## src/design/mbp_pkg.sv

```systemverilog
`default_nettype none

package mbp_pkg;

    localparam logic [2:0] COUNT_NONE   = 3'd0;
    localparam logic [2:0] COUNT_ONE    = 3'd1;
    localparam logic [2:0] COUNT_TWO    = 3'd2;
    localparam logic [2:0] COUNT_PAUSED = 3'd7;

    localparam logic [7:0] STATUS_NONE  = 8'h00;
    localparam logic [7:0] STATUS_SYSEX = 8'hF0;

    // Real-time bytes: 0xF8..0xFF
    localparam logic [4:0] REALTIME_PREFIX = 5'b11111;
    localparam logic [3:0] SYSTEM_NIBBLE   = 4'hF;

    localparam logic [2:0] CHAN_NEED [8] = '{
        COUNT_TWO, COUNT_TWO, COUNT_TWO, COUNT_TWO,
        COUNT_ONE, COUNT_ONE, COUNT_TWO, COUNT_TWO
    };

    localparam logic [2:0] SYS_NEED [8] = '{
        COUNT_PAUSED, COUNT_ONE, COUNT_TWO, COUNT_ONE,
        COUNT_NONE, COUNT_NONE, COUNT_NONE, COUNT_NONE
    };

    typedef struct packed {
        logic [7:0] status;
        logic [6:0] data_first;
        logic [6:0] data_second;
    } mbp_result_t;

    function automatic logic [2:0] need_of(input logic [7:0] s);
        logic [2:0] n;
        if (s[7:4] != SYSTEM_NIBBLE)
        begin
            n = CHAN_NEED[s[6:4]];
        end
        else
        begin
            n = SYS_NEED[s[2:0]];
        end
        return n;
    endfunction

endpackage

`default_nettype wire

```

## src/design/mbp_parse.sv

```systemverilog
`default_nettype none

module mbp_parse (
    input  wire logic                 clk,
    input  wire logic                 rst_n,
    input  wire logic                 advance,
    input  wire logic [7:0]           midi_byte,
    output mbp_pkg::mbp_result_t      result
);
    import mbp_pkg::*;

    logic [7:0] cs_reg, cs_next, cs_mid;
    logic [2:0] rem_reg, rem_next, rem_mid, n;
    logic [6:0] store0_reg, store0_next;
    logic [6:0] store1_reg, store1_next;

    always_comb
    begin
        cs_next     = cs_reg;
        rem_next    = rem_reg;
        store0_next = store0_reg;
        store1_next = store1_reg;
        cs_mid      = cs_reg;
        rem_mid     = rem_reg;
        n           = COUNT_NONE;
        result      = '0;
        if (midi_byte[7:3] == REALTIME_PREFIX)
        begin
            result.status = midi_byte;
        end
        else
        begin
            if (midi_byte[7])
            begin
                cs_mid  = midi_byte;
                rem_mid = need_of(midi_byte);
            end
            else if (rem_reg == COUNT_TWO)
            begin
                store0_next = midi_byte[6:0];
                rem_mid     = COUNT_ONE;
            end
            else if (rem_reg == COUNT_ONE)
            begin
                store1_next = midi_byte[6:0];
                rem_mid     = COUNT_NONE;
            end
            cs_next  = cs_mid;
            rem_next = rem_mid;
            if (midi_byte[7] && rem_mid == COUNT_PAUSED)
            begin
                result.status = midi_byte;
            end
            else if (rem_mid == COUNT_NONE)
            begin
                // message complete; reload for running status
                n        = need_of(cs_mid);
                rem_next = n;
                if (cs_mid != STATUS_NONE)
                begin
                    result.status = cs_mid;
                    if (n == COUNT_TWO)
                    begin
                        result.data_first  = store0_next;
                        result.data_second = store1_next;
                    end
                    else if (n == COUNT_ONE)
                    begin
                        result.data_first = store1_next;
                    end
                end
            end
        end
    end

    always_ff @(posedge clk or negedge rst_n)
    begin
        if (!rst_n)
        begin
            cs_reg     <= '0;
            rem_reg    <= '0;
            store0_reg <= '0;
            store1_reg <= '0;
        end
        else if (advance)
        begin
            cs_reg     <= cs_next;
            rem_reg    <= rem_next;
            store0_reg <= store0_next;
            store1_reg <= store1_next;
        end
    end

    a_rem_legal: assert property (@(posedge clk) disable iff (!rst_n)
        rem_reg == COUNT_NONE || rem_reg == COUNT_ONE || rem_reg == COUNT_TWO
        || rem_reg == COUNT_PAUSED)
        else $error("bytes remaining out of range");

    a_paused_sysex: assert property (@(posedge clk) disable iff (!rst_n)
        rem_reg == COUNT_PAUSED |-> cs_reg == STATUS_SYSEX)
        else $error("paused count without sysex status");

    a_realtime_keeps: assert property (@(posedge clk) disable iff (!rst_n)
        advance && midi_byte[7:3] == REALTIME_PREFIX
        |=> cs_reg == $past(cs_reg) && rem_reg == $past(rem_reg))
        else $error("real-time byte disturbed parse state");

    a_none_zero: assert property (@(posedge clk) disable iff (!rst_n)
        advance && result.status == STATUS_NONE
        |-> result.data_first == '0 && result.data_second == '0)
        else $error("data present with no message");

endmodule

`default_nettype wire

```

## src/design/midi_byte_stream_parser_unit.sv

```systemverilog
// MIDI byte parser with running status. Each byte taken on the byte channel
// yields exactly one result transaction: a completed message (status plus up
// to two data bytes), an echoed real-time byte (0xF8..0xFF), the sysex start
// 0xF0, or status 0x00 for no message. Throughput is one byte per clock
// while the result side is not stalled; a byte is held in an input register,
// the parse state is updated by combinational logic, and the result lands in
// an output register before result_valid rises. Both sides may stall freely.
`default_nettype none

module midi_byte_stream_parser_unit (
    input  wire logic       clk,
    input  wire logic       rst_n,
    input  wire logic       byte_valid,
    output logic            byte_ready,
    input  wire logic [7:0] midi_byte,
    output logic            result_valid,
    input  wire logic       result_ready,
    output logic [7:0]      status,
    output logic [6:0]      data_first,
    output logic [6:0]      data_second
);
    import mbp_pkg::*;

    logic        in_valid_reg;
    logic [7:0]  in_byte_reg;
    logic        out_valid_reg;
    mbp_result_t out_reg;
    mbp_result_t parse_result;
    logic        out_free;
    logic        advance;

    assign out_free   = !out_valid_reg || result_ready;
    assign advance    = in_valid_reg && out_free;
    assign byte_ready = !in_valid_reg || advance;

    mbp_parse u_parse (
        .clk       (clk),
        .rst_n     (rst_n),
        .advance   (advance),
        .midi_byte (in_byte_reg),
        .result    (parse_result)
    );

    always_ff @(posedge clk or negedge rst_n)
    begin
        if (!rst_n)
        begin
            in_valid_reg  <= 1'b0;
            out_valid_reg <= 1'b0;
        end
        else
        begin
            if (byte_ready)
            begin
                in_valid_reg <= byte_valid;
            end
            if (out_free)
            begin
                out_valid_reg <= advance;
            end
        end
    end

    always_ff @(posedge clk)
    begin
        if (byte_valid && byte_ready)
        begin
            in_byte_reg <= midi_byte;
        end
        if (advance)
        begin
            out_reg <= parse_result;
        end
    end

    assign result_valid = out_valid_reg;
    assign status       = out_reg.status;
    assign data_first   = out_reg.data_first;
    assign data_second  = out_reg.data_second;

endmodule

`default_nettype wire

```

## config.mk

```make
export PLATFORM = sky130hd
export DESIGN_NAME = midi_byte_stream_parser_unit
export DESIGN_NICKNAME = d
export VERILOG_FILES = /design/src/design/mbp_pkg.sv /design/src/design/mbp_parse.sv /design/src/design/midi_byte_stream_parser_unit.sv
export SDC_FILE = /design/constraint.sdc
export NUM_CORES = 1
export LEC_CHECK = 0
export ABC_AREA = 0
export BUFFER_PORTS_ARGS = -buffer_cell sky130_fd_sc_hd__buf_2
export CAP_MARGIN = 20
export CORE_MARGIN = 2
export CORE_UTILIZATION = 35
export DETAILED_ROUTE_END_ITERATION = 12
export PLACE_DENSITY = 0.49
export SKIP_CTS_REPAIR_TIMING = 1
export SLEW_MARGIN = 25
export SYNTH_ARGS = -nofsm -noshare
export SYNTH_HDL_FRONTEND = slang
export SYNTH_HIERARCHICAL = 1
export SYNTH_SLANG_ARGS = --single-unit
```

## constraint.sdc

```tcl
create_clock -name clk -period 2.8 [get_ports clk]
set_input_delay 0.28 -clock clk [delete_from_list [all_inputs] [get_ports clk]]
set_output_delay 0.28 -clock clk [all_outputs]
set_load 0.01 [all_outputs]
```

==> flow_results.org <==
** Run status
- The flow ran to the end, but the final reports show violations.
- The checks that failed: hold timing.

** Pwr
- The design draws 2.73 mW.
- Proportion of total power due to net switching :: 0.297
- Internal power consumption :: 1.92 mW
- Switching component of the power :: 0.813 mW
- For this design the static power due to leakage is 1.30 nW.
- The share of total power dissipated in the clock network is 0.303.
- Pwr per Cell Area :: 813 nW/µm²
- Seq pwr share :: 0.449
- Worst IR Drop VDD :: 0.000265 V
- Of the total power, combinational logic draws 0.248.

** Timing
- Worst Clk Skew :: 10.9 ps
- Worst-case hold slack :: -39.8 ps
- Final setup fails :: 0
- At the pin with the least slew margin, the transition time is 768 ps.
- Once routing completed, OpenROAD measured the worst setup slack at 482 ps.
- Subtracting the final worst setup slack from the clock period gives 2320 ps.
- Headroom to the max-slew limit came out at 0.488.
- Derived from the worst setup path, the maximum achievable clock frequency is 431 MHz.
- RSZ-0062 raised after global routing :: false
- Fin. max-slew vios :: 0
- The number of hold violations in the final report came to 27.
- For the final routed database, the setup TNS stands at 0 ps.
- Tcrit/Tclk final :: 0.828

** Synthesis
- The biggest area contributor in the post-synthesis netlist is sky130_fd_sc_hd__edfxtp_1.
- Syn_nets :: 231
- Of the post-synthesis cell area, the dominant cell type holds 0.311.
- Main flop type after synthesis :: sky130_fd_sc_hd__edfxtp_1
- Synthesis instantiated 50 different standard cells from the library.
- Post-synthesis instance area :: 2890 µm²
- The share of the Yosys chip area taken by registers is 0.545.
- Share of flip-flops with an asynchronous set or reset :: 0.474
- Commonest cells post-synth :: 30 x sky130_fd_sc_hd__edfxtp_1, 27 x sky130_fd_sc_hd__dfrtp_1, 26 x sky130_fd_sc_hd__mux2_1, 14 x sky130_fd_sc_hd__nand2_1, 13 x sky130_fd_sc_hd__nor2_1
- #FFs+latches synth :: 57
- Top-count cell post-synth :: sky130_fd_sc_hd__edfxtp_1
- Ranked by total cell area, the synthesized netlist is headed by sky130_fd_sc_hd__edfxtp_1 31%, sky130_fd_sc_hd__dfrtp_1 23%, sky130_fd_sc_hd__mux2_1 10%.
- The Yosys step of the flow raised 6 warnings.
- Number of flops mapped to enable cells by yosys :: 30
- A synthesized cell averages 13.2 µm².
- Number of standard cells after synthesis :: 219

** Global route
- For this run, the total global-route usage over all layers was measured as 0.149.
- Gr ovfl total :: 0
- The first global-routing pass estimated 9.77 mm of wire.
- The initial antenna violation count came to 0.
- Entering global routing, the biggest net connects 28 pins.
- The number of global-route vias before repair came to 1844.

** Layout
- Of the cells placed in the final design, the portion with a size suffix greater than 1 is 0.322.
- Post-route non-filler standard cell count :: 369
- Antenna diode count :: 0
- From synthesis to final layout, the design area changed by 16.1%.
- Fraction of the core area covered by cells at the end of the flow :: 0.413
- Non-Filler Cell Area, Final :: 3360 µm²
- The net count of the finished layout is 271.

** Placed design
- At the end of routability-driven placement, the weighted congestion stood at 0.855.
- Summed over all nets, the half-perimeter wirelength after detailed placement is 4.31 mm.
- Summing all placed instances gives a cell area of 3150 µm².
- At the placement stage, the worst setup path has a slack of 484 ps.
- The count of buffers added on input and output ports is 35.
- Number of placed cells counting well taps :: 353

** Critical path
- Category of the worst setup path capture point :: register
- STA classifies the critical path startpoint as a register.
- CP required :: 3020 ps
- Traced cell by cell, the critical path runs through and4_4 -> nand2_1 -> and2_1 -> nand2_2 -> mux2_1.
- On the worst path, the slowest cell contributes a delay of 850 ps.
- For this design, the slowest cell found on the critical path is sky130_fd_sc_hd__edfxtp_1.
- Worst-path maximum fanout :: 19
- Data arrives at the worst endpoint at 2540 ps.
- Startpoint-to-endpoint class of the critical path :: reg -> reg

** Drt
- Routed vias/inst :: 5.14
- Before antenna repair, the detailed router went through 4 iterations.
- The detail route stage leaves a number of antenna-violating nets equal to 0.
- In this run, the number of DRC markers left after iteration 0 of detailed routing was 80.
- Final Routed Wirelength :: 6.23 mm
- Vias :: 1895
- For this run, design rule violations remaining after detail routing come to 0.
- Routed length per placed instance :: 16.9 µm

** Worst hold path
- Worst hold path type :: in -> async

** Clocking
- The clock passes through at most 2 buffers.
- Clock tree synthesis inserted a total of 9 buffers.
- For this design, the sink count on the clock tree is 57.
- CTS tree :: done
- After clock tree synthesis, the clock-pin slew on the worst setup and hold paths is 70 ps.
- The root buffer cell chosen for the clock tree is sky130_fd_sc_hd__clkbuf_8.
- H-tree depth :: 3
- Clock network latency to the later pin of the worst-skew pair :: 340 ps

** Die
- In this run the standard cell core region covers 8130 µm².
- The die covers 9010 µm².
- Count of boundary I/O pins :: 36
- Measured along the x axis, the die boundary spans 94.9 µm.
- Die Height :: 94.9 µm
- Initial standard-cell utilization of the core :: 0.356
- FP Rows :: 33

** Flow run
- Number of max-cap violations :: 0
## area by class of cell
class	count	area [µm²]
Sequential cell	57	1580
Clock buffer	10	128
Fill cell	779	4770
Tap cell	105	131
Multi-Input combinational cell	148	1210
Clock inverter	6	82.6
Inverter	2	7.51
Timing Repair Buffer	41	220
## layer usage
layer | vias up | GRT usage | wire length, µm
li1 | 904 | - | -
met2 | 61 | 0.210 | 2730
met1 | 925 | 0.211 | 3100
met5 | - | 0 | 0
met4 | 0 | 0.0664 | 55
met3 | 5 | 0.0439 | 341
## critical path, delay by kind of cell, from the launching register on
kind / cells / cell delay (ps)
flip-flops: 1 / 850
multiplexers: 1 / 340
AND/OR/NAND/NOR: 4 / 1000
## placed cells by master (no fill, tap or decap), types with 3 or more instances in the layout
| cell | instances |
|---|---|
| sky130_fd_sc_hd__buf_2 | 35 |
| sky130_fd_sc_hd__edfxtp_1 | 30 |
| sky130_fd_sc_hd__dfrtp_1 | 27 |
| sky130_fd_sc_hd__mux2_1 | 26 |
| sky130_fd_sc_hd__nand2_1 | 14 |
| sky130_fd_sc_hd__nor2_1 | 13 |
| sky130_fd_sc_hd__o21ai_0 | 10 |
| sky130_fd_sc_hd__clkbuf_8 | 9 |
| sky130_fd_sc_hd__a32oi_1 | 9 |
| sky130_fd_sc_hd__nand2b_1 | 7 |
| sky130_fd_sc_hd__mux2_2 | 7 |
| sky130_fd_sc_hd__nor3b_2 | 7 |
| sky130_fd_sc_hd__buf_4 | 6 |
| sky130_fd_sc_hd__o21ai_1 | 4 |
| sky130_fd_sc_hd__nor2b_1 | 4 |
| sky130_fd_sc_hd__mux2i_1 | 3 |
| sky130_fd_sc_hd__a21oi_1 | 3 |
| sky130_fd_sc_hd__nor3_1 | 3 |
## power groups by stage
stage / Combinational, mW / Sequential, mW / Clock, mW
2_1_floorplan: 0.499 / 1.21 / 0
3_3_place_gp: 0.681 / 1.24 / 0
3_5_place_dp: 0.673 / 1.24 / 0
4_1_cts: 0.678 / 1.22 / 0.849
5_1_grt: 0.745 / 1.25 / 0.880
6_report: 0.678 / 1.23 / 0.827
## cell families after synthesis
family	count (synthesis)	share of synthesized area
and+or+nand+nor	69	0.170
DFF	57	0.545
muxes	38	0.148
buffers and inverters	14	0.0354
AOI/OAI and AO/OA	41	0.101
## path summary, 6_finish.rpt
kind / from / end / cells past startpoint / slack, ps
worst max-delay path: in_byte_reg[7]$_DFFE_PP_ / u_parse/store1_reg[2]$_DFFE_PN0P_ / 5 / 480
worst min-delay path: rst_n / u_parse/cs_reg[6]$_DFFE_PN0P_ / 1 / -40
worst max register to register: in_byte_reg[7]$_DFFE_PP_ / u_parse/store1_reg[2]$_DFFE_PN0P_ / 5 / 480
worst min register to register: u_parse/store0_reg[2]$_DFFE_PN0P_ / u_parse/store0_reg[2]$_DFFE_PN0P_ / 1 / 490
max in group asynchronous: rst_n / u_parse/store1_reg[4]$_DFFE_PN0P_ / 1 / 2410
min in group clk: midi_byte[1] / in_byte_reg[1]$_DFFE_PP_ / 1 / 110
No activity file was read; power rests on OpenSTA's default activity.
